[config.mk]
export PLATFORM = sky130hd
export DESIGN_NAME = wrf_queue
export DESIGN_NICKNAME = d
export VERILOG_FILES = /design/src/sv/white_rectangle_finder_assert.svh /design/src/sv/wrf_pkg.sv /design/src/sv/wrf_queue.sv
export SDC_FILE = /design/constraint.sdc
export NUM_CORES = 1
export LEC_CHECK = 0
export BUFFER_PORTS_ARGS = -buffer_cell sky130_fd_sc_hd__buf_4
export CORE_ASPECT_RATIO = 1.1
export CORE_MARGIN = 2
export CORE_UTILIZATION = 33
export DETAILED_ROUTE_END_ITERATION = 8
export SYNTH_ARGS = -nofsm -noshare
export SYNTH_HDL_FRONTEND = slang
export SYNTH_SLANG_ARGS = --single-unit
[constraint.sdc]
create_clock -name clock -period 2.1 [get_ports clock]
set_input_delay 0 -clock clock [delete_from_list [all_inputs] [get_ports clock]]
set_output_delay 0 -clock clock [all_outputs]
set_load 0.02 [all_outputs]
[src/sv/white_rectangle_finder_assert.svh]
// Assertion macros shared by the white rectangle finder RTL.
`ifndef WHITE_RECTANGLE_FINDER_ASSERT_SVH
`define WHITE_RECTANGLE_FINDER_ASSERT_SVH
// Antecedent implies consequent in the same cycle.
`define WRF_ASSERT_IMPLY(label, clk, rst, ante, cons, msg) \
   label: assert property (@(posedge clk) disable iff (rst) (ante) |-> (cons)) \
      else $error(msg);
// Condition must never hold.
`define WRF_ASSERT_NEVER(label, clk, rst, cond, msg) \
   label: assert property (@(posedge clk) disable iff (rst) !(cond)) else $error(msg);
`endif

[src/sv/wrf_pkg.sv]
`timescale 1ns / 1ps
// ----------------------------------------------------------------------------
// White rectangle finder package
// Sizes, event and table entry types, and the run overlap test.
// ----------------------------------------------------------------------------
package wrf_pkg;

   localparam int CAND_DEPTH = 256;
   localparam int CAND_AW    = $clog2(CAND_DEPTH);
   localparam int CAND_CW    = $clog2(CAND_DEPTH + 1);
   localparam int REJ_DEPTH  = 1024;
   localparam int REJ_AW     = $clog2(REJ_DEPTH);
   localparam int REJ_CW     = $clog2(REJ_DEPTH + 1);
   localparam int MAX_DIM    = 4096;
   localparam int COORD_W    = 12;
   localparam int DIM_W      = 13;
   localparam int AREA_W     = 25;
   localparam int Q_DEPTH    = 4;
   localparam int Q_AW       = $clog2(Q_DEPTH);
   localparam int Q_CW       = $clog2(Q_DEPTH + 1);
   localparam int CSR_IDX_W  = 2;

   localparam logic [AREA_W-1:0]    AREA_MAX   = '1;
   localparam logic [7:0]           WHITE_BYTE = 8'hff;
   localparam logic [DIM_W-1:0]     WIDTH_RST  = DIM_W'(640);
   localparam logic [DIM_W-1:0]     HEIGHT_RST = DIM_W'(480);
   localparam logic [CSR_IDX_W-1:0] CSR_WIDTH  = CSR_IDX_W'(0);
   localparam logic [CSR_IDX_W-1:0] CSR_HEIGHT = CSR_IDX_W'(1);

   typedef struct packed {
      logic               run_valid;
      logic               frame_end;
      logic [COORD_W-1:0] left;
      logic [COORD_W-1:0] right;
      logic [COORD_W-1:0] row;
   } event_type;

   typedef struct packed {
      logic [COORD_W-1:0] left;
      logic [COORD_W-1:0] right;
      logic [COORD_W-1:0] first_row;
      logic [COORD_W-1:0] last_row;
      logic [AREA_W-1:0]  area;
   } cand_type;

   typedef struct packed {
      logic [COORD_W-1:0] left;
      logic [COORD_W-1:0] right;
      logic [COORD_W-1:0] row;
   } rej_type;

   typedef struct packed {
      logic full;
      logic empty;
   } q_status_type;

   function automatic logic touches(input logic [COORD_W-1:0] el, input logic [COORD_W-1:0] er,
                                    input logic [COORD_W-1:0] l, input logic [COORD_W-1:0] r);
      return ((el >= l) && (el <= r)) || ((el <= l) && (er >= l));
   endfunction

endpackage

[src/sv/wrf_queue.sv]
`timescale 1ns / 1ps
// ----------------------------------------------------------------------------
// White rectangle finder event queue
// Small FIFO of run end and frame end events between front and back.
// ----------------------------------------------------------------------------
module wrf_queue (
   input  logic                  clock,
   input  logic                  reset,
   input  logic                  push,
   input  wrf_pkg::event_type    push_data,
   input  logic                  pop,
   output wrf_pkg::event_type    head,
   output wrf_pkg::q_status_type status
);

   wrf_pkg::event_type       mem_ff [wrf_pkg::Q_DEPTH];
   logic [wrf_pkg::Q_AW-1:0] wp_ff, rp_ff;
   logic [wrf_pkg::Q_CW-1:0] cnt_ff;
   logic                     do_push, do_pop;

   assign status.full  = cnt_ff == wrf_pkg::Q_CW'(wrf_pkg::Q_DEPTH);
   assign status.empty = cnt_ff == '0;
   assign do_push      = push && !status.full;
   assign do_pop       = pop && !status.empty;
   assign head         = mem_ff[rp_ff];

   always_ff @(posedge clock) begin
      if (do_push) begin
         mem_ff[wp_ff] <= push_data;
      end
   end

   always_ff @(posedge clock) begin
      if (reset) begin
         wp_ff  <= '0;
         rp_ff  <= '0;
         cnt_ff <= '0;
      end else begin
         if (do_push) begin
            wp_ff <= wp_ff + wrf_pkg::Q_AW'(1);
         end
         if (do_pop) begin
            rp_ff <= rp_ff + wrf_pkg::Q_AW'(1);
         end
         case ({do_push, do_pop})
            2'b10: cnt_ff <= cnt_ff + wrf_pkg::Q_CW'(1);
            2'b01: cnt_ff <= cnt_ff - wrf_pkg::Q_CW'(1);
            default: ;
         endcase
      end
   end

endmodule

==> results.cfg, run 1 <==
[status]
status = complete, no violations

[synthesis]
synth.avg_cell_area_sq_um = 23.7
syn_nets = 300
yosys_warnings = 0
syn-cell-area_sq_um = 5970
synthCells = 252
ys_seq_elements = 161
yosysUniqueCellTypes = 24
ys_seq_area_frac = 0.794

[layout]
fillerInstances = 1568
regArea_sq_um = 4760
area_delta_synth_final_pct = 34.0
multi_input_comb_area_sq_um = 1140
stdcell_area_sq_um = 8000
diodes = 0
nNetsFinal = 447
layout_common_cells = edfxtp_1, buf_4, dlygate4sd3_1
drive_gt1_frac = 0.430
utilization = 0.451
final_common_cell = edfxtp_1
instances_no_fill = 650

[sta]
max_slew.worst_pin.slew_ps = 473
setup_tns_ps = 0
fin_skew_ps = 8.78
whs_ps = 325
final_hold_viol_count = 0
finalSetupViolCount = 0
final.setup.worst_slack_ps = 97.5
drv_slew = 0
finalCritPeriodShare = 0.954
post-route-min-period_ps = 2000
fmaxAchievable_ghz = 0.499
slew_headroom = 0.685
rsz0062_at_grt = false

[placed_design]
placed_cells_incl_taps = 575
port_buffers = 81
routabilityCongestion = 0.706
dpl_cell_area_sq_um = 7000
post-place-ws_ps = -28.1
post-dp-hpwl_microns = 6820

[grt]
grt.overflow.total = 0
grt_pass1_vias = 3220
antenna_found_initial = 0
grt_pass1_wl_microns = 17500
grt.total_usage = 0.123
grt_max_degree = 26

[drt]
drtPass1Iterations = 4
drc = 0
wl_per_cell_microns = 17.1
wl_microns = 11100
viasPerCell = 4.52
vias = 2940
ant_nets = 0
drt-initial-drc-count = 162

[clocking]
cts.sinks = 161
clkTransAtPathRegs_ps = 60
cts.htree.levels = 4
clockRootBuffer = clkbuf_16
cts_buffers = 17
cts_buffer_depth = 2
clock_latency_ps = 410
cts_tree = yes

[floorplan]
initial_core_util = 0.337
io_pins = 82
std_cell_rows = 51
die_h_microns = 145
die-width_microns = 132
die_area_sq_um = 19200
core_area_sq_um = 17700

[min_path]
hp-class = input port to register
hold_start = push_data[21]
holdPathEnd = mem_ff[0][21]$_DFFE_PP_
holdPathStages = 2

[critical_path]
worstPathRequired_ps = 2440
critical_path_class = register to register
end_kind = register
worstPathMaxFanout = 5
reg2reg_slack_ps = 100
reg2reg_from = cnt_ff[0]$_SDFFE_PP0P_
reg2reg_depth = 9
critPathArrivalTime_ps = 2340
r2r_end = cnt_ff[2]$_SDFFE_PP0P_
worstSetupStartpointType = register

[power]
ir_worst_vdd_uv = 621
cellPowerDensity_nw_per_um2 = 1180
p_leak_nw = 2.73
totalPowerFinal_mw = 9.41

[flow_run]
max_cap_viol_count = 0
==> final cells by class <==
class / count / share of cell area
Sequential cell: 161 / 0.595
Timing Repair Buffer: 137 / 0.152
Multi-Input combinational cell: 74 / 0.142
Clock buffer: 17 / 0.0532
Tap cell: 238 / 0.0372
Clock inverter: 15 / 0.0170
Inverter: 8 / 0.00375
==> state kept, by name, summed over array words and instances (netlist names), named ones only <==
signal  flops
rp_ff       2
cnt_ff      3
mem_ff    152
wp_ff       2
==> worst max-delay path: stages (launching register included) <==
cell and delay, ps:
dfxtp_4 370, nor3b_4 220, nor2_2 60, inv_1 50, ha_2 180, inv_1 50
fa_2 340, xor2_1 160, or3_1 380, a21oi_1 130
==> timing repair <==
action	4_1_cts	5_1_grt
resized for setup	1	8
hold buffers	41	0
pin swaps	0	4
endpoints found under the setup margin	1	1
setup buffers	1	1
hold endpoints to repair	161	0
==> logic make-up after synthesis <==
logic type / Yosys count / share of synthesized area
DFF: 161 / 0.794
AOI/OAI and AO/OA: 8 / 0.00712
adders and majority gates: 6 / 0.0138
xor gates and xnor gates: 3 / 0.00440
and+or+nand+nor: 18 / 0.0168
muxes: 39 / 0.145
buffers and inverters: 17 / 0.0186
==> synth_stat cells <==
master      n  area (sq um)
nor3_1      1          5.00
mux2i_1     1          10.0
buf_12      2          40.0
clkbuf_1    1          3.75
nor2_1      6          22.5
ha_1        5          62.6
mux4_2     38           856
inv_1       8          30.0
fa_1        1          20.0
nand2_1     1          3.75
a21oi_1     4          20.0
xor2_1      3          26.3
or3_1       3          18.8
buf_1       1          3.75
edfxtp_1  152          4560
nand2b_1    2          12.5
buf_4       1          7.51
nor3b_2     1          12.5
o31ai_1     1          7.51
dfxtp_1     9           180
buf_6       1          11.3
o21ai_0     3          15.0
buf_2       3          15.0
and2_1      4          25.0
==> where the power goes <==
part           internal, mW  switching [mW]  total [mW]  leakage, nW
logic                  1.28            1.29        2.57        0.997
registers              3.85           0.120        3.97         1.47
clock network          1.64            1.23        2.87        0.256
==> per-layer routing <==
| layer | wire length, microns | track usage | part of all wire | up-vias |
|---|---|---|---|---|
| met5 | 0 | 0 | 0 | - |
| li1 | - | - | - | 1343 |
| met4 | 187 | 0.0462 | 0.017 | 0 |
| met2 | 5760 | 0.207 | 0.52 | 68 |
| met3 | 448 | 0.0416 | 0.040 | 15 |
| met1 | 4730 | 0.148 | 0.43 | 1514 |
==> worst max path at each step <==
stage | from | endpoint | slack (ps) | cells after the start
2_1_floorplan | cnt_ff[2]$_SDFFE_PP0P_ | cnt_ff[2]$_SDFFE_PP0P_ | -20 | 9
3_3_place_gp | cnt_ff[2]$_SDFFE_PP0P_ | cnt_ff[2]$_SDFFE_PP0P_ | 140 | 9
3_5_place_dp | cnt_ff[2]$_SDFFE_PP0P_ | cnt_ff[2]$_SDFFE_PP0P_ | -30 | 9
4_1_cts | cnt_ff[1]$_SDFFE_PP0P_ | cnt_ff[2]$_SDFFE_PP0P_ | 10 | 9
5_1_grt | cnt_ff[0]$_SDFFE_PP0P_ | cnt_ff[2]$_SDFFE_PP0P_ | 7 | 9
6_report | cnt_ff[0]$_SDFFE_PP0P_ | cnt_ff[2]$_SDFFE_PP0P_ | 100 | 9
Power figures use the tool's default switching activity.
==> inputs of run 2 (changes only) <==
==> constraint.sdc (replaced) <==
create_clock -name clock -period 2.1 [get_ports clock]
set_input_delay 0.105 -clock clock [delete_from_list [all_inputs] [get_ports clock]]
set_output_delay 0.105 -clock clock [all_outputs]
set_load 0.02 [all_outputs]
==> run 2 against run 1 <==
Against the previous run:
- non-clock buffer count down 2
- cell count is 0.46% lower
- worst setup slack got worse by 18 ps
- combinational power about the same
- critical path type unchanged
- critical endpoint unchanged
- highest routed layer unchanged
==> results.cfg, run 2 (synthesis results as in run 1) <==
[grt]
grt_pass1_vias = 3301
antenna_found_initial = 0
grt_pass1_wl_microns = 17800
grt.overflow.total = 0
grt.total_usage = 0.124
grt_max_degree = 30

[drt]
ant_nets = 0
drtPass1Iterations = 4
wl_microns = 11100
wl_per_cell_microns = 17.2
viasPerCell = 4.51
drt-initial-drc-count = 120
drc = 0
vias = 2917

[min_path]
hp-class = input port to register

[sta]
max_slew.worst_pin.slew_ps = 451
post-route-min-period_ps = 2020
setup_tns_ps = 0
slew_headroom = 0.697
finalSetupViolCount = 0
fmaxAchievable_ghz = 0.495
finalCritPeriodShare = 0.962
final.setup.worst_slack_ps = 79.4
final_hold_viol_count = 0
fin_skew_ps = 6.54
drv_slew = 0

[placed_design]
post-place-ws_ps = 5.66
post-dp-hpwl_microns = 6780
port_buffers = 81
routabilityCongestion = 0.693

[power]
ir_worst_vdd_uv = 567
clkPwrFrac = 0.306
switching_share = 0.273
cellPowerDensity_nw_per_um2 = 1180
p_seq_frac = 0.419
power_switching_mw = 2.57
power.share.combinational = 0.274
p_leak_nw = 2.73
p_int_mw = 6.85

[floorplan]
die_area_sq_um = 19200
core_area_sq_um = 17700
initial_core_util = 0.337
io_pins = 82
die-width_microns = 132
std_cell_rows = 51
die_h_microns = 145

[critical_path]
critPathArrivalTime_ps = 2350
worstPathRequired_ps = 2430
end_kind = register
worstPathMaxFanout = 5
endpoint = cnt_ff[2]$_SDFFE_PP0P_
reg2reg_from = cnt_ff[1]$_SDFFE_PP0P_
reg2reg_slack_ps = 80
worstSetupStartpointType = register
setup.worst_path.start = cnt_ff[1]$_SDFFE_PP0P_
r2r_end = cnt_ff[2]$_SDFFE_PP0P_
critical_path_class = register to register
reg2reg_depth = 9

[layout]
drive_gt1_frac = 0.421
final_common_cell = edfxtp_1
nNetsFinal = 445
diodes = 0
top_register = mem_ff
largest_registers = mem_ff: 152 flops, cnt_ff: 3 flops
fillerInstances = 1576
largest_reg_flops = 152
layout_common_cells = edfxtp_1, buf_4, dlygate4sd3_1
area_delta_synth_final_pct = 33.1

[clocking]
cts_buffer_depth = 2
cts_buffers = 17
cts_tree = yes
clockRootBuffer = clkbuf_16
clkTransAtPathRegs_ps = 60
cts.sinks = 161
clock_latency_ps = 410
cts.htree.levels = 4

[flow_run]
max_cap_viol_count = 0

[status]
status = complete, no violations
-- run 2: per-layer routing --
| layer | global-route usage | share of wire | routed length, microns | vias to the layer above |
|---|---|---|---|---|
| met5 | 0 | 0 | 0 | - |
| met4 | 0.0516 | 0.015 | 166 | 0 |
| met3 | 0.0353 | 0.040 | 439 | 12 |
| met2 | 0.211 | 0.52 | 5800 | 64 |
| met1 | 0.146 | 0.42 | 4700 | 1506 |
| li1 | - | - | - | 1335 |
-- run 2: power groups by stage --
stage,logic (mW),registers (mW),clock network [mW]
floorplan,1.65,3.98,0
global placement,2.53,3.99,0
detailed placement,2.55,4.01,0
CTS,2.63,3.94,2.97
global route,2.78,3.98,3.10
finish,2.58,3.95,2.89
-- run 2: stage by stage --
step           hold WS [ps]   util  cell area (sq um)  std cells  power (mW)
5_1_grt                69.0  0.448               7950        647        9.86
6_report               73.0  0.448               7950        647        9.42
3_3_place_gp            305  0.393               6980        576        6.52
4_1_cts                49.2  0.447               7930        647        9.54
2_1_floorplan           204      -               5980        252        5.63
3_5_place_dp            308  0.393               6980        576        6.57
-- run 2: critical path, stage by stage, from the launching register on --
cell and delay [ps]:
dfxtp_4 360, nor3b_4 200, nor2_1 70, inv_1 100, ha_4 140, inv_1 50
fa_1 380, xor2_1 160, or3_1 320, a21oi_1 160
-- run 2: worst min-delay path by stage --
stage / cells after the start / to / slack [ps] / startpoint
4_1_cts: 4 / wp_ff[0]$_SDFFE_PP0P_ / 50 / push
3_3_place_gp: 1 / mem_ff[0][29]$_DFFE_PP_ / 300 / push_data[29]
3_5_place_dp: 1 / mem_ff[2][2]$_DFFE_PP_ / 310 / push_data[2]
6_report: 4 / wp_ff[0]$_SDFFE_PP0P_ / 70 / push
5_1_grt: 4 / wp_ff[0]$_SDFFE_PP0P_ / 70 / push
2_1_floorplan: 0 / mem_ff[0][0]$_DFFE_PP_ / 200 / push_data[0]
-- run 2: final cells by class --
cell class | count | area (sq um) | share of cell area
Clock buffer | 19 | 433 | 0.0545
Clock inverter | 12 | 118 | 0.0148
Inverter | 8 | 30.0 | 0.00378
Multi-Input combinational cell | 74 | 1140 | 0.144
Sequential cell | 161 | 4760 | 0.598
Tap cell | 238 | 298 | 0.0375
Timing Repair Buffer | 135 | 1170 | 0.148
-- run 2: repair_timing --
item | CTS | global route
pin swaps | 0 | 1
endpoints found under the setup margin | 1 | 1
hold buffers | 39 | 0
buffers inserted | 1 | 0
endpoints found under the hold margin | 160 | 0
resized for setup | 0 | 7
==> inputs of run 3 (changes only) <==
CELL_PAD_IN_SITES_DETAIL_PLACEMENT = 1   (was not set)
CELL_PAD_IN_SITES_GLOBAL_PLACEMENT = 2   (was not set)
PLACE_DENSITY_LB_ADDON = 0.1   (was not set)
==> run 3 against run 2 <==
Against the previous run:
- hold slack improved by 5.1 ps
- wire length increased by 5.9%
- global-route usage is 0.76 points higher
- die area stayed put
- core utilization is 0.95 points higher
- clock skew is 2.3 ps higher
- total power rose by 7.0%
==> results.cfg, run 3 (synthesis results as in run 1) <==
[status]
status = complete, no violations

[placed_design]
port_buffers = 81
routabilityCongestion = 0.662
post-place-ws_ps = 17.2
post-dp-hpwl_microns = 7310

[sta]
final.setup.worst_slack_ps = 119
finalCritPeriodShare = 0.944
setup_tns_ps = 0
slew_headroom = 0.713
fmaxAchievable_ghz = 0.505
finalSetupViolCount = 0
fin_skew_ps = 8.88
final_hold_viol_count = 0
drv_slew = 0
rsz0062_at_grt = true
post-route-min-period_ps = 1980
max_slew.worst_pin.slew_ps = 431

[drt]
drt-initial-drc-count = 122
viasPerCell = 4.53
vias = 2950
drc = 0
ant_nets = 0
wl_per_cell_microns = 18.1
wl_microns = 11800
drtPass1Iterations = 4

[critical_path]
reg2reg_slack_ps = 120
reg2reg_depth = 9
critPathArrivalTime_ps = 2330
end_kind = register
reg2reg_from = cnt_ff[2]$_SDFFE_PP0P_
worstSetupStartpointType = register
worstPathMaxFanout = 5
critical_path_class = register to register
r2r_end = cnt_ff[2]$_SDFFE_PP0P_
worstPathRequired_ps = 2450

[clocking]
clockRootBuffer = clkbuf_16
cts.sinks = 161
clkTransAtPathRegs_ps = 60
cts_tree = yes
cts.htree.levels = 4
cts_buffers = 17
cts_buffer_depth = 2
clock_latency_ps = 420

[floorplan]
std_cell_rows = 51
core_area_sq_um = 17700
die_area_sq_um = 19200
initial_core_util = 0.337
die-width_microns = 132
die_h_microns = 145
io_pins = 82

[layout]
top_register = mem_ff
layout_common_cells = edfxtp_1, buf_4, dlygate4sd3_1
final_common_cell = edfxtp_1
diodes = 0
area_delta_synth_final_pct = 35.9
largest_reg_flops = 152
nNetsFinal = 448
largest_registers = mem_ff: 152 flops, cnt_ff: 3 flops
utilization = 0.458
drive_gt1_frac = 0.433

[power]
ir_worst_vdd_uv = 609
p_leak_nw = 2.80
cellPowerDensity_nw_per_um2 = 1240
totalPowerFinal_mw = 10.1

[grt]
grt_pass1_vias = 3319
grt_pass1_wl_microns = 18600
antenna_found_initial = 0
grt_max_degree = 29
grt.total_usage = 0.131
grt.overflow.total = 0

[min_path]
hold_start = push
hp-class = input port to register
holdPathEnd = wp_ff[0]$_SDFFE_PP0P_
holdPathStages = 4

[flow_run]
max_cap_viol_count = 0
## run 3: per-stage QoR
stage | instance area (sq um) | hold WS, ps | instances
after floorplan | 5980 | 204 | 252
after global placement | 7010 | 307 | 575
after detailed placement | 7010 | 308 | 575
after CTS | 8070 | 56.1 | 646
after global routing | 8120 | 97.1 | 651
final | 8120 | 78.0 | 651
## run 3: power by group
| group | internal [mW] | total [mW] | leakage [nW] | switching, mW |
|---|---|---|---|---|
| sequential | 3.85 | 3.99 | 1.47 | 0.141 |
| clock | 2.24 | 3.44 | 0.323 | 1.21 |
| combinational | 1.34 | 2.64 | 1.01 | 1.30 |
| total | 7.43 | 10.1 | 2.80 | 2.65 |
## run 3: final cells by class
cell class                      instances  area [sq um]
Timing Repair Buffer                  138          1230
Clock buffer                           19           433
Fill cell                            1718          9620
Clock inverter                         13           231
Inverter                                8          30.0
Multi-Input combinational cell         74          1130
Tap cell                              238           298
Sequential cell                       161          4760
## run 3: worst max-delay path by stage
| stage | from | end | slack, ps | cells after the start |
|---|---|---|---|---|
| floorplan | cnt_ff[2]$_SDFFE_PP0P_ | cnt_ff[2]$_SDFFE_PP0P_ | -20 | 9 |
| global placement | cnt_ff[2]$_SDFFE_PP0P_ | cnt_ff[2]$_SDFFE_PP0P_ | 90 | 9 |
| detailed placement | cnt_ff[2]$_SDFFE_PP0P_ | cnt_ff[2]$_SDFFE_PP0P_ | 20 | 9 |
| CTS | cnt_ff[2]$_SDFFE_PP0P_ | cnt_ff[2]$_SDFFE_PP0P_ | 2 | 9 |
| global route | cnt_ff[2]$_SDFFE_PP0P_ | cnt_ff[2]$_SDFFE_PP0P_ | -20 | 9 |
| finish | cnt_ff[2]$_SDFFE_PP0P_ | cnt_ff[2]$_SDFFE_PP0P_ | 120 | 9 |
## run 3: worst max-delay path, stage by stage (launching register included)
cell and delay (ps):
dfxtp_4 370, nor3b_4 200, nor2_1 70, inv_1 60
ha_2 180, inv_1 50, fa_1 360, xor2_1 160
or3_1 330, a21oi_2 130
## run 3: repair_timing
item | in CTS | in global routing
gates resized for setup | 0 | 6
buffers inserted | 0 | 5
hold buffers | 39 | 0
endpoints found under the hold margin | 160 | 0
setup endpoints to repair | 0 | 17
## run 3: metal layers
| layer | GRT usage | part of all wire | up-vias |
|---|---|---|---|
| li1 | - | - | 1341 |
| met1 | 0.166 | 0.44 | 1540 |
| met2 | 0.214 | 0.51 | 58 |
| met3 | 0.0412 | 0.036 | 11 |
| met4 | 0.0452 | 0.012 | 0 |
| met5 | 0 | 0 | - |
