--- src/sv/white_rectangle_finder_assert.svh ---
// Assertion macros shared by the white rectangle finder RTL.
`ifndef WHITE_RECTANGLE_FINDER_ASSERT_SVH
`define WHITE_RECTANGLE_FINDER_ASSERT_SVH
// Antecedent implies consequent in the same cycle.
`define WRF_ASSERT_IMPLY(label, clk, rst, ante, cons, msg) \
   label: assert property (@(posedge clk) disable iff (rst) (ante) |-> (cons)) \
      else $error(msg);
// Condition must never hold.
`define WRF_ASSERT_NEVER(label, clk, rst, cond, msg) \
   label: assert property (@(posedge clk) disable iff (rst) !(cond)) else $error(msg);
`endif

--- src/sv/wrf_pkg.sv ---
`timescale 1ns / 1ps
// ----------------------------------------------------------------------------
// White rectangle finder package
// Sizes, event and table entry types, and the run overlap test.
// ----------------------------------------------------------------------------
package wrf_pkg;

   localparam int CAND_DEPTH = 256;
   localparam int CAND_AW    = $clog2(CAND_DEPTH);
   localparam int CAND_CW    = $clog2(CAND_DEPTH + 1);
   localparam int REJ_DEPTH  = 1024;
   localparam int REJ_AW     = $clog2(REJ_DEPTH);
   localparam int REJ_CW     = $clog2(REJ_DEPTH + 1);
   localparam int MAX_DIM    = 4096;
   localparam int COORD_W    = 12;
   localparam int DIM_W      = 13;
   localparam int AREA_W     = 25;
   localparam int Q_DEPTH    = 4;
   localparam int Q_AW       = $clog2(Q_DEPTH);
   localparam int Q_CW       = $clog2(Q_DEPTH + 1);
   localparam int CSR_IDX_W  = 2;

   localparam logic [AREA_W-1:0]    AREA_MAX   = '1;
   localparam logic [7:0]           WHITE_BYTE = 8'hff;
   localparam logic [DIM_W-1:0]     WIDTH_RST  = DIM_W'(640);
   localparam logic [DIM_W-1:0]     HEIGHT_RST = DIM_W'(480);
   localparam logic [CSR_IDX_W-1:0] CSR_WIDTH  = CSR_IDX_W'(0);
   localparam logic [CSR_IDX_W-1:0] CSR_HEIGHT = CSR_IDX_W'(1);

   typedef struct packed {
      logic               run_valid;
      logic               frame_end;
      logic [COORD_W-1:0] left;
      logic [COORD_W-1:0] right;
      logic [COORD_W-1:0] row;
   } event_type;

   typedef struct packed {
      logic [COORD_W-1:0] left;
      logic [COORD_W-1:0] right;
      logic [COORD_W-1:0] first_row;
      logic [COORD_W-1:0] last_row;
      logic [AREA_W-1:0]  area;
   } cand_type;

   typedef struct packed {
      logic [COORD_W-1:0] left;
      logic [COORD_W-1:0] right;
      logic [COORD_W-1:0] row;
   } rej_type;

   typedef struct packed {
      logic full;
      logic empty;
   } q_status_type;

   function automatic logic touches(input logic [COORD_W-1:0] el, input logic [COORD_W-1:0] er,
                                    input logic [COORD_W-1:0] l, input logic [COORD_W-1:0] r);
      return ((el >= l) && (el <= r)) || ((el <= l) && (er >= l));
   endfunction

endpackage

--- src/sv/wrf_front.sv ---
`timescale 1ns / 1ps
// ----------------------------------------------------------------------------
// White rectangle finder front end
// Takes pixels, tracks column, row and run state, and queues run end and
// frame end events. Holds the frame size registers.
// ----------------------------------------------------------------------------
module wrf_front (
   input  logic                           clock,
   input  logic                           reset,
   input  logic                           req_valid,
   output logic                           req_stall,
   input  logic [7:0]                     req_byte_first,
   input  logic [7:0]                     req_byte_second,
   input  logic [7:0]                     req_byte_third,
   input  logic                           csr_valid,
   output logic                           csr_ready,
   input  logic [wrf_pkg::CSR_IDX_W-1:0]  csr_index,
   input  logic [wrf_pkg::DIM_W-1:0]      csr_wdata,
   input  wrf_pkg::q_status_type          q_status,
   output logic                           ev_push,
   output wrf_pkg::event_type             ev_data
);

   logic [wrf_pkg::DIM_W-1:0]   width_ff, height_ff;
   logic                        in_run_ff, in_run_in;
   logic [wrf_pkg::COORD_W-1:0] run_start_ff, run_start_in;
   logic [wrf_pkg::COORD_W-1:0] col_ff, col_in;
   logic [wrf_pkg::COORD_W-1:0] row_ff, row_in;
   logic [wrf_pkg::DIM_W-1:0]   w_eff, h_eff;
   logic                        accept, white, last_col, last_row;

   assign csr_ready = 1'b1;
   assign req_stall = q_status.full;
   assign accept    = req_valid && !q_status.full;

   always_comb begin
      if (width_ff == '0) begin
         w_eff = wrf_pkg::DIM_W'(1);
      end else if (width_ff > wrf_pkg::DIM_W'(wrf_pkg::MAX_DIM)) begin
         w_eff = wrf_pkg::DIM_W'(wrf_pkg::MAX_DIM);
      end else begin
         w_eff = width_ff;
      end
      if (height_ff == '0) begin
         h_eff = wrf_pkg::DIM_W'(1);
      end else if (height_ff > wrf_pkg::DIM_W'(wrf_pkg::MAX_DIM)) begin
         h_eff = wrf_pkg::DIM_W'(wrf_pkg::MAX_DIM);
      end else begin
         h_eff = height_ff;
      end
   end

   assign last_col = {1'b0, col_ff} >= (w_eff - wrf_pkg::DIM_W'(1));
   assign last_row = {1'b0, row_ff} >= (h_eff - wrf_pkg::DIM_W'(1));
   assign white    = (req_byte_first == wrf_pkg::WHITE_BYTE) &&
                     (req_byte_second == wrf_pkg::WHITE_BYTE) &&
                     (req_byte_third == wrf_pkg::WHITE_BYTE);

   always_comb begin
      ev_data           = '0;
      ev_data.row       = row_ff;
      ev_data.frame_end = last_col && last_row;
      in_run_in         = in_run_ff;
      run_start_in      = run_start_ff;
      if (!white) begin
         if (in_run_ff) begin
            ev_data.run_valid = 1'b1;
            ev_data.left      = run_start_ff;
            ev_data.right     = col_ff - wrf_pkg::COORD_W'(1);
         end
         in_run_in = 1'b0;
      end else begin
         if (!in_run_ff) begin
            run_start_in = col_ff;
            in_run_in    = 1'b1;
         end
         if (last_col) begin
            ev_data.run_valid = 1'b1;
            ev_data.left      = in_run_ff ? run_start_ff : col_ff;
            ev_data.right     = col_ff;
            in_run_in         = 1'b0;
         end
      end
      ev_push = accept && (ev_data.run_valid || ev_data.frame_end);
      col_in  = last_col ? '0 : col_ff + wrf_pkg::COORD_W'(1);
      if (!last_col) begin
         row_in = row_ff;
      end else if (last_row) begin
         row_in = '0;
      end else begin
         row_in = row_ff + wrf_pkg::COORD_W'(1);
      end
   end

   always_ff @(posedge clock) begin
      if (reset) begin
         width_ff     <= wrf_pkg::WIDTH_RST;
         height_ff    <= wrf_pkg::HEIGHT_RST;
         in_run_ff    <= 1'b0;
         run_start_ff <= '0;
         col_ff       <= '0;
         row_ff       <= '0;
      end else begin
         if (csr_valid && csr_ready) begin
            case (csr_index)
               wrf_pkg::CSR_WIDTH: width_ff <= csr_wdata;
               wrf_pkg::CSR_HEIGHT: height_ff <= csr_wdata;
               default: ;
            endcase
         end
         if (accept) begin
            in_run_ff    <= in_run_in;
            run_start_ff <= run_start_in;
            col_ff       <= col_in;
            row_ff       <= row_in;
         end
      end
   end

endmodule

--- config.mk ---
export PLATFORM = sky130hd
export DESIGN_NAME = wrf_front
export DESIGN_NICKNAME = d
export VERILOG_FILES = /design/src/sv/white_rectangle_finder_assert.svh /design/src/sv/wrf_pkg.sv /design/src/sv/wrf_front.sv
export SDC_FILE = /design/constraint.sdc
export NUM_CORES = 1
export LEC_CHECK = 0
export ABC_AREA = 1
export ABC_CLOCK_PERIOD_IN_PS = 4400
export BUFFER_PORTS_ARGS = -buffer_cell sky130_fd_sc_hd__buf_4
export CAP_MARGIN = 5
export CORE_UTILIZATION = 35
export CTS_CLUSTER_SIZE = 24
export DETAILED_ROUTE_END_ITERATION = 8
export PLACE_DENSITY = 0.64
export SLEW_MARGIN = 5
export SYNTH_ARGS = -nofsm -noshare
export SYNTH_HDL_FRONTEND = slang
export SYNTH_SLANG_ARGS = --single-unit
--- constraint.sdc ---
create_clock -name clock -period 4.4 [get_ports clock]
set_input_delay 0.88 -clock clock [delete_from_list [all_inputs] [get_ports clock]]
set_output_delay 0.88 -clock clock [all_outputs]
set_load 0.02 [all_outputs]
==> results.txt, run 1 <==
The run finished, with violations left. The checks that failed: negative setup slack. The nature of the critical path startpoint is a register. The critical path is of the register to primary output type. The fraction of synthesized cell area taken by the top area cell type came out at 0.266. The floorplan has 42 rows. The slew of the pin with the lowest slew margin is 1.16 ns. The floorplan die area is 14000 µm², and the final routed wirelength across all metal layers is 12000 µm. The mapped netlist covers 4750 µm². Of all nets on the critical path, the largest fanout is 4. The count of vias placed by the detailed router is 4697.

The setup slack of the critical path after layout came out at -0.196 ns. The cell accounting for the most synthesized area was dfxtp_1. The initial antenna violation count is 0.

The data arrival at the endpoint of the critical path was 3.72 ns; the post-detailed-route count of antenna-violating nets was 0. After detailed routing, the average wire length per cell comes to 12.1 µm. The final worst-path cycle share works out to 1.04. The analysis attributes to cell leakage a power of 2.81 nW.

No sink is reached through more buffers than the 2 on the longest clock path. The synthesized design contains 63 register bits. The tools report the final setup violation count as 27. Setup repair after global routing could not meet its margin everywhere. The tools report the count of max-cap constraint violations as 0. The prevailing post-synth register cell was dfxtp_1. After synthesis, the mean cell area works out to 6.74 µm². In the post-synthesis netlist, the biggest area contributors are dfxtp_1 27%, nand2_1 12%, ha_1 7.6%. Final number of hold-violating endpoints: 0. The fraction of final layout cells sized beyond drive strength 1 came out at 0.280. The via count of the first global-routing pass is 4364. The worst setup path is captured at a primary output.

The core utilization of the finished layout is 0.480. In this design, the critical path's most frequently occurring cell is nand2_1. For the upper clock frequency limit, the log shows 218 MHz. The slowest stage of the critical path belongs to the cell dfxtp_2.

The post-CTS clock slew at the launch and capture registers of the worst setup and hold paths came out at 0.05 ns. The logs give 42 for the largest net degree at the start of global routing and 86 for the boundary pin count. Yosys mapped the design onto 40 distinct sky130hd cell types. On the final layout, the worst hold slack is 0.465 ns. Measured along the y axis, the die boundary spans 118 µm. The kind of path behind the tightest hold check was register to register. The tools report the area of the core as 13200 µm². CTS placed an instance of clkbuf_16 at the clock tree root. The number of nets in the synthesized netlist came out at 778. The width of the die was 118 µm; the clock buffer count from CTS was 9. For the placer congestion estimate, the log shows 0.810. The largest stage delay on the critical path was 0.33 ns. The sequential cell area fraction in the yosys report was 0.266; the overall global routing resource usage was 0.172. The post-route DRC violation count came out at 0.

The number of input and output port buffers inserted came out at 83. The run gives 4 as the count of TritonRoute iterations in the first routing pass. TritonCTS built the clock tree. The CTS sink count is 63, and the max-slew headroom at the worst pin is 0.225. The fraction of synthesis flops using an asynchronous set or reset pin works out to 0. The worst path needs 4.60 ns of the cycle, external delays included. After detailed routing, the number of vias per cell comes to 4.74. The first global-routing pass estimated 19700 µm of wire.

The run gives 0 as the number of hold-repair buffers added at the cts stage. During synthesis, Yosys emitted a total of 0 warnings. After the last flow step, the layout net total stands at 884. The layout-stage area growth over the synthesis result works out to 33.9%. 0 antenna diodes ended up in the layout. The initial standard-cell utilization of the core was 0.358.

Number of max-slew violations in the final report: 0. The worst-case IR drop observed on VDD is 0.170 mV. Synthesis produced a netlist whose cell count is 704. For the source-to-sink clock delay at the later pin of the worst-skew pair, the log shows 0.34 ns.

After routing, the total negative slack on setup checks comes to -4.07 ns. STA puts the critical path data required time at 3.52 ns. The power density over the cells is 246 nW/µm², and the worst setup skew after layout is 0.00531 ns. The overall overflow remaining after global route was 0; the sum of net half-perimeters after detailed placement was 8760 µm. Count of flip-flops with a built-in enable after synthesis: 0.

After the first detailed-routing iteration, the DRC count stood at 286. The number of H-tree branching levels came out at 3.
flip-flops by register name, indices dropped and copies added, names as in the netlist:
register and flops:
width_ff 13, height_ff 13, run_start_ff 12, col_ff 12, in_run_ff 1, row_ff 12
cell type report:
type	count	area, µm²
multi-input combinational	522	3190
inverter	96	363
tap	176	220
timing repair buffer	118	1010
sequential	63	1270
clock inverter	6	60.1
clock buffer	10	239
fill	1359	6890
where the power goes:
group / leakage, nW / switching [mW] / internal, mW
Sequential: 0.513 / 0.0113 / 0.585
Combinational: 2.16 / 0.143 / 0.109
Clock: 0.144 / 0.268 / 0.450
cell usage in the layout (no fill, tap or decap), types with 9 or more instances in the layout:
cell type and n:
a21oi_1 49, o22ai_2 11, xor2_1 24, nand4_1 12, clkbuf_16 9, xnor2_1 12
nand2_1 149, buf_6 27, o22ai_4 10, inv_2 19, o21ai_0 55, buf_4 88
nand3_1 28, ha_1 28, nand3_2 10, nor2_1 78, dfxtp_1 56, inv_1 74
cell usage after synthesis (2+ instances only):
cell type and instances:
buf_4 4, o21ai_1 6, a21oi_1 50, nor4_1 3, nand3_4 2, nand3_1 28
nor2_4 2, buf_6 3, nand3_2 10, nand2_2 5, nor2_2 2, nor3_1 6
inv_2 16, buf_2 3, nor2_1 84, nand2_4 3, xnor2_1 13, o22ai_1 4
o22ai_2 18, xor2_1 24, dfxtp_1 63, inv_1 77, nand4_1 12, clkinv_1 2
clkbuf_1 14, o21ai_0 56, ha_1 29, nand2_1 153
stage by stage:
stage	setup slack [ns]	total power, mW	std cells	cell area, µm²
floorplan	0.0129	0.766	704	4750
global placement	0.0552	0.839	966	5660
detailed placement	0.0406	0.842	966	5660
CTS	-0.167	1.57	986	6170
global route	-0.431	1.63	991	6350
finish	-0.196	1.57	991	6350
critical path, delay by kind of cell (launching register included):
| kind | cells | cell delay [ns] |
|---|---|---|
| buffers and inverters | 4 | 0.43 |
| DFF | 1 | 0.33 |
| and+or+nand+nor | 20 | 1.63 |
| adders and majority gates | 2 | 0.49 |
| xor gates and xnor gates | 1 | 0.13 |
| AOI/OAI and AO/OA | 2 | 0.36 |
path summary, 6_finish.rpt:
path / cells after the start / from / slack, ns / to
setup reg to reg: 32 / width_ff[11] / 0.63 / col_ff[6]
setup / recovery: 29 / width_ff[11] / -0.20 / ev_data[13]
hold reg to reg: 2 / width_ff[3] / 0.47 / width_ff[3]
hold / removal: 2 / width_ff[3] / 0.47 / width_ff[3]
per-layer routing:
layer	global-route usage	vias up	wire length, µm
met5	0	-	0
met1	0.212	2111	5730
li1	-	2504	-
met4	0.0585	0	190
met3	0.0319	16	365
met2	0.298	66	5670
cells by family (layout without fill, tap and decap cells):
family | count (synthesis) | in the layout | synth area share
AO/OA/AOI/OAI | 138 | 138 | 0.179
XOR/XNOR | 37 | 37 | 0.0683
adder cells (fa/ha/maj) | 29 | 29 | 0.0765
buffers and inverters | 120 | 230 | 0.104
flip-flops | 63 | 63 | 0.266
other | 1 | 1 | 0.000790
AND/OR/NAND/NOR | 316 | 317 | 0.306
what timing repair did:
| action | CTS | global route |
|---|---|---|
| pin swaps | 7 | 10 |
| buffers inserted | 3 | 5 |
| gates resized for setup | 51 | 27 |
| cloned | 1 | 0 |
| endpoints found under the setup margin | 27 | 27 |
| hold endpoints to repair | 0 | 0 |
No activity file was read; power rests on OpenSTA's default activity.
==> run 2: changes to the inputs <==
Settings changed: CELL_PAD_IN_SITES_DETAIL_PLACEMENT set to 0, CELL_PAD_IN_SITES_GLOBAL_PLACEMENT set to 1, PLACE_DENSITY 0.64 to 0.82, SLEW_MARGIN 5 to not set.
==> results.txt, run 2 (same netlist as run 1, synthesis figures left out) <==
The run finished, with violations left. The final reports fail on negative setup slack. The required arrival time at the worst endpoint was 3.52 ns (about the same). The number of inserted diodes was 0 (unchanged); the clock period minus final worst setup slack was 4.51 ns (-0.0817 ns). The filler cell count is 1309 (-3.7%), and the slew of the pin with the lowest slew margin is 1.13 ns (-0.0300 ns).

The floorplan die area was 14000 µm² (unchanged). The worst hold margin came out at 0.469 ns (+0.00312 ns). The largest individual stage delay along the critical path comes from the cell dfxtp_1.

The reg2reg setup slack is 0.71 ns (+0.08 ns). STA classifies the critical path startpoint as a register. The clock tree buffer depth was 2 (unchanged). Critical path's most frequent cell: nand2_1. The count of TritonRoute iterations in the first routing pass is 4 (unchanged). The layout-stage area growth over the synthesis result was 32.5%; the source-to-sink clock delay at the later pin of the worst-skew pair was 0.33 ns (about the same). Kind of path behind the tightest hold check: register to register. The power density over the cells was 252 nW/µm² (+2.2%); the upper clock frequency limit was 222 MHz (+1.8%). Final-stage net count: 876 (-0.90%).

The post-CTS clock slew at the launch and capture registers of the worst setup and hold paths was 0.05 ns (about the same). The via count of the first global-routing pass is 4434 (+1.6%), and the largest net degree at the start of global routing is 42 (unchanged). In this run the critical register-to-register path is captured at col_ff[8].

The cell count of the worst reg-to-reg path came out at 31 (-3.1%). Most common cell after layout, fill and taps aside: nand2_1. The number of H-tree branching levels was 3 (unchanged). The number of hold-repair buffers added at the cts stage came out at 0 (unchanged). For the area taken by flip-flops and latches, the log shows 1270 µm² (unchanged). CTS sink count: 63 (unchanged).

The family of cells with the greatest summed delay on the critical path is simple AND/OR/NAND/NOR gates. The detail-routed net length per standard cell came out at 12.4 µm (+2.6%). The run gives 249 (-13%) as the violation count after the first detailed-routing iteration.

The placer congestion estimate is 0.836 (+3.2%). For the global-route wire length before repair, the log shows 20300 µm (+3.3%). Count of vias placed by the detailed router: 4751 (+1.1%). For the number of max-slew violations in the final report, the log shows 0 (unchanged). TritonCTS built the clock tree. The worst hold path terminates at height_ff[9]. Initial antenna violation count: 0 (unchanged). The peak supply drop came out at 0.180 mV (+5.5%). The number of cell rows came out at 42 (unchanged).

The worst slack at placement came out at 0.0200 ns (-0.0206 ns). STA classifies the critical path endpoint as a primary output. The logs give 25 (-7.4%) for the final setup violation count and 0 (unchanged) for the final number of hold-violating endpoints. The data arrival at the endpoint of the critical path was 3.63 ns (-0.09 ns); the worst setup skew after layout was 0.00579 ns (+0.000479 ns). The average via count per standard cell was 4.83 (+2.0%); the fraction of final layout cells sized beyond drive strength 1 was 0.271 (-0.00838).

The run gives 2.79 nW (-0.95%) as the reported leakage power. The initial standard-cell utilization of the core was 0.358 (unchanged); the largest stage delay on the critical path was 0.32 ns (about the same). The biggest fanout along the worst timing path was 7 (+3); the max-slew headroom at the worst pin was 0.245 (+0.0200). The total area of multi-input combinational cells was 3160 µm² (-0.90%). The setup slack of the critical path after layout was -0.114 ns (+0.0817 ns); the post-detailed-route count of antenna-violating nets was 0 (unchanged). The hold-critical path depth was 2 (unchanged).

The number of input and output port buffers inserted is 83 (unchanged), and the count of max-cap constraint violations is 0 (unchanged). The final routed wirelength across all metal layers came out at 12200 µm (+1.8%). The number of buffers and inverters on the critical path came out at 4 (unchanged). The width of the die came out at 118 µm (unchanged). In the final layout, the registers with the most flip-flops are height_ff (13), width_ff (13). The overall overflow remaining after global route was 0 (unchanged).

The tree is rooted in a clkbuf_16. Sum of net half-perimeters after detailed placement: 9150 µm (+4.5%). The tools report the launching point of the worst reg2reg path as width_ff[1]. Startpoint of the lowest-slack hold path: height_ff[9]. Setup repair after global routing could not meet its margin everywhere. The worst setup path category is register to primary output.

The area of the core was 13200 µm² (unchanged); the post-route DRC violation count was 0 (unchanged). The final worst-path cycle share is 1.03 (-0.0186). The critical path startpoint is width_ff[1]. The vertical die dimension came out at 118 µm (unchanged). The clock buffer count from CTS was 9 (unchanged). The boundary pin count is 86 (unchanged).

The overall global routing resource usage was 0.176 (+0.00439). In the layout the commonest cells are 149 x nand2_1, 83 x buf_4, 79 x nor2_1.
==> run 2: cell type report <==
| type | count | area share |
|---|---|---|
| Tap cell | 176 | 0.0350 |
| Timing Repair Buffer | 111 | 0.153 |
| Inverter | 96 | 0.0577 |
| Clock inverter | 3 | 0.00637 |
| Multi-Input combinational cell | 521 | 0.502 |
| Clock buffer | 13 | 0.0430 |
| Sequential cell | 63 | 0.202 |
==> run 2: tightest hold or removal path, stage by stage (launching register included) <==
cell     delay (ns)
dfxtp_1        0.30
inv_2          0.06
a21oi_1        0.05
==> run 2: layer usage <==
metal	track usage	routed length, µm
met1	0.222	5580
met2	0.303	5980
met3	0.0343	448
met4	0.0514	153
met5	0	0
==> run 2: how the worst max path moves through the flow <==
| stage | end | slack [ns] | cells after the start |
|---|---|---|---|
| finish | ev_data[22] | -0.11 | 28 |
| global route | ev_data[22] | -0.44 | 28 |
| CTS | ev_data[22] | -0.18 | 29 |
| detailed placement | ev_data[22] | 0.02 | 29 |
| global placement | ev_data[22] | 0.05 | 29 |
| floorplan | ev_push | 0.01 | 29 |
==> run 2: report_power, final <==
part	leakage (nW)	switching, mW	internal [mW]
Sequential	0.513	0.0112	0.585
Clock	0.156	0.256	0.483
Combinational	2.12	0.142	0.106
Total	2.79	0.409	1.17
==> run 2: what timing repair did <==
action / 4_1_cts / 5_1_grt
setup endpoints to repair: 27 / 27
gates cloned: 0 / 1
gates resized for setup: 48 / 23
pin swaps: 3 / 3
buffers inserted: 5 / 2
==> run 2: stage by stage <==
stage	utilization	area, µm²	instances	power [mW]	setup TNS [ns]
global route	0.475	6290	983	1.66	-10.65
floorplan	-	4750	704	0.766	0
global placement	0.424	5620	959	0.837	0
finish	0.475	6290	983	1.58	-1.84
detailed placement	0.424	5620	959	0.844	0
CTS	0.465	6150	980	1.59	-3.13
==> run 3: changes to the inputs <==
Settings changed: ABC_AREA 1 to 0, PLACE_DENSITY 0.82 to 0.81.
==> results.txt, run 3 <==
The largest net degree at the start of global routing is 41 (-2.4%). The worst hold margin is 0.492 ns (+0.0239 ns). The clock tree buffer depth was 2 (unchanged).

The violation count after the first detailed-routing iteration came out at 230 (-7.6%). In this run the critical register-to-register path is launched from width_ff[7]. The number of hold-repair buffers added at the cts stage is 0 (unchanged), and the final worst-path cycle share is 1.11 (+0.0798). The reported leakage power was 2.82 nW (+1.1%); the initial antenna violation count was 0 (unchanged).

For this design, the slowest cell found on the critical path is or3_4. The slew of the pin with the lowest slew margin is 1.20 ns (+0.0700 ns). The logs give 637 (-18%) for the number of nets in the synthesized netlist and -0.465 ns (-0.351 ns) for the setup slack of the critical path after layout. By instance count, the leading cell after synthesis is nand2_1. Number of max-slew violations in the final report: 0 (unchanged).

Post-route DRC violation count: 0 (unchanged). The mean area per synthesized cell was 7.78 µm² (+15%). TritonCTS built the clock tree. The flow ran to the end, but the final reports show violations.

The number of distinct library cell variants in the gate-level netlist after synthesis was 74 (+85%). The overall overflow remaining after global route came out at 0 (unchanged). The count of max-cap constraint violations came out at 0 (unchanged). Setup repair after global routing could not meet its margin everywhere. In the layout the commonest cells are 138 x buf_4, 80 x nand2_1, 61 x dfxtp_1. The final reports fail on negative setup slack.

The run gives 0.00722 ns (+0.00143 ns) as the worst setup skew after layout. The count of flip-flops with a built-in enable after synthesis works out to 0 (unchanged). The filler cell count is 1123 (-14%). Via count of the first global-routing pass: 4511 (+1.7%).

The post-place instance area was 5620 µm² (about the same); the warning count from the yosys run was 0 (unchanged). The critical path startpoint is width_ff[7]. Traced cell by cell, the critical path runs through or3_4, nor4_4, nand2_1, nand2b_1, nand2b_1, ha_4, o21ai_4, or2_2, a221oi_2, ha_1, o211a_1, a211oi_2, a211o_2, or2_4, buf_4, nor3_4, o21a_2, buf_6.

The mapped cell area is 4380 µm² (-7.7%). The post-CTS clock slew at the launch and capture registers of the worst setup and hold paths is 0.06 ns (about the same), and the number of inserted diodes is 0 (unchanged). The register bit total from synthesis was 63 (unchanged). The post-detailed-route count of antenna-violating nets is 0 (unchanged).

The count of vias placed by the detailed router is 4633 (-2.5%), and the sum of net half-perimeters after detailed placement is 9230 µm (+0.86%). The area of the core was 12100 µm² (-8.5%); the width of the die was 114 µm (-3.9%). The CTS sink count was 63 (unchanged).

Of all cell types, the one taking the most synthesized area is dfxtp_1. The global-route wire length before repair was 21000 µm (+3.6%). The peak supply drop came out at 0.159 mV (-11%). Kind of path behind the tightest hold check: register to register.

The floorplan die area was 13000 µm² (-7.6%). The overall global routing resource usage is 0.203 (+0.0271). The run gives 778 (-11%) as the final-stage net count.

The setup path with the least slack is of type register to primary output. The fraction of synthesis flops using an asynchronous set or reset pin came out at 0 (unchanged). For the final number of hold-violating endpoints, the log shows 0 (unchanged).

STA classifies the critical path startpoint as a register. The tree is rooted in a clkbuf_16. The largest registers in the layout are height_ff (13), width_ff (13).

Met3 track demand over resource in global routing: 0.0340 (-0.000260). The biggest fanout along the worst timing path is 9 (+2). The count of TritonRoute iterations in the first routing pass was 4 (unchanged). The initial standard-cell utilization of the core is 0.362 (+0.00330). Number of H-tree branching levels: 3 (unchanged). Number of cell rows: 40 (-4.8%). The source-to-sink clock delay at the later pin of the worst-skew pair was 0.34 ns (about the same). For the sequential cell area fraction in the yosys report, the log shows 0.288 (+0.0222). The layout-stage area growth over the synthesis result was 45.1%; the final routed wirelength across all metal layers was 12800 µm (+5.5%).

The met2 track demand over resource was 0.361 (+0.0580); the detail-routed net length per standard cell was 14.6 µm (+18%). The clock period minus final worst setup slack was 4.87 ns (+0.351 ns); the max-slew headroom at the worst pin was 0.197 (-0.0476). Required arrival time at the worst endpoint: 3.52 ns (about the same). Prevailing post-synth register cell: dfxtp_1. The met1 usage was 0.246 (+0.0240); the average via count per standard cell was 5.28 (+9.3%). For the clock buffer count from CTS, the log shows 9 (unchanged). Leaving out fill and tap cells, the most frequent cell in the layout is buf_4.

Core utilization of the finished layout: 0.525 (+0.0500). For the data arrival at the endpoint of the critical path, the log shows 3.99 ns (+0.36 ns). Startpoint of the lowest-slack hold path: width_ff[0].

The most numerous cell type found on the critical path is nand2b_1. Boundary pin count: 86 (unchanged). The final setup violation count is 27 (+8.0%). The number of input and output port buffers inserted works out to 83 (unchanged). The power density over the cells came out at 261 nW/µm² (+3.5%). The final total power is 1.66 mW (+4.6%). The placer congestion estimate is 0.818 (-2.1%), and the largest stage delay on the critical path is 0.40 ns (+0.08 ns).

By count the netlist is led by 83 x nand2_1, 63 x dfxtp_1, 56 x nor2_1. Yosys attributes the largest share of cell area to dfxtp_1 29%, ha_1 8.3%, nand2_1 7.1%. The tools report the final design instance area without fill as 6350 µm² (+1.1%). The count of mapped cells out of synthesis is 563 (-20%). The run gives 206 MHz (-7.2%) as the upper clock frequency limit. Vertical die dimension: 114 µm (-3.9%). The reg2reg setup slack came out at 0.21 ns (-0.50 ns). The fraction of final layout cells sized beyond drive strength 1 came out at 0.346 (+0.0742). The most heavily used metal layer in global routing was met2. The worst setup path is captured at a primary output. Fraction of synthesized cell area taken by the top area cell type: 0.288 (+0.0222). For the worst slack at placement, the log shows -0.213 ns (-0.233 ns).
[run 3: changes by cell type in the layout (fill, tap and decap cells not counted), moves of 12 or more]
cell	change
nor2b_1	+16
inv_2	-19
o21ai_0	-46
nand2_1	-69
mux2i_1	+12
inv_1	-63
buf_4	+55
nor2_1	-24
nand3_1	-15
xor2_1	-17
[run 3: what timing repair did]
action	CTS	global route
cloned	3	0
setup buffers	16	5
pin swaps	20	21
resized for setup	41	39
endpoints found under the setup margin	27	27
[run 3: power breakdown]
part           leakage, nW  internal [mW]  switching [mW]  total (mW)
sequential           0.510          0.584          0.0160       0.600
combinational         2.16          0.134           0.138       0.272
clock                0.152          0.496           0.287       0.784
total                 2.82           1.21           0.441        1.66
[run 3: logic make-up (layout without fill, tap and decap cells)]
logic type | count (synthesis) | after routing | synth area share
flip-flops | 63 | 63 | 0.288
buffers and inverters | 46 | 192 | 0.0560
AO/OA/AOI/OAI | 140 | 140 | 0.215
multiplexers | 13 | 13 | 0.0300
adder cells (fa/ha/maj) | 29 | 29 | 0.0828
XOR/XNOR | 18 | 18 | 0.0360
other | 1 | 1 | 0.000856
AND/OR/NAND/NOR | 253 | 253 | 0.291
[run 3: final timing paths]
| kind | cells past startpoint | endpoint |
|---|---|---|
| max reg2reg | 22 | row_ff[2] |
| min | 2 | width_ff[0] |
| max | 18 | ev_push |
| min reg2reg | 2 | width_ff[0] |
[run 3: cell type report]
type | count | area, µm² | area share
sequential | 63 | 1260 | 0.199
tap | 168 | 210 | 0.0331
multi-input combinational | 454 | 3150 | 0.496
clock inverter | 7 | 97.6 | 0.0154
timing repair buffer | 165 | 1370 | 0.215
inverter | 11 | 41.3 | 0.00650
clock buffer | 9 | 225 | 0.0354
[run 3: per-stage QoR]
stage	cells	setup TNS (ns)
floorplan	563	0
global placement	840	-1.41
detailed placement	840	-4.30
CTS	875	-9.68
global route	877	-16.21
finish	877	-10.86
[run 3: worst max-delay path, delay by kind of cell (launching register included)]
family / cells / cell delay (ns)
AOI/OAI and AO/OA: 6 / 0.85
adders and majority gates: 2 / 0.53
buffers and inverters: 2 / 0.30
DFF: 1 / 0.32
and+or+nand+nor: 8 / 1.63
[run 3: metal layers]
| metal | vias up | wire (µm) |
|---|---|---|
| li1 | 2322 | - |
| met1 | 2201 | 5800 |
| met2 | 103 | 6410 |
| met3 | 7 | 487 |
| met4 | 0 | 132 |
| met5 | - | 0 |
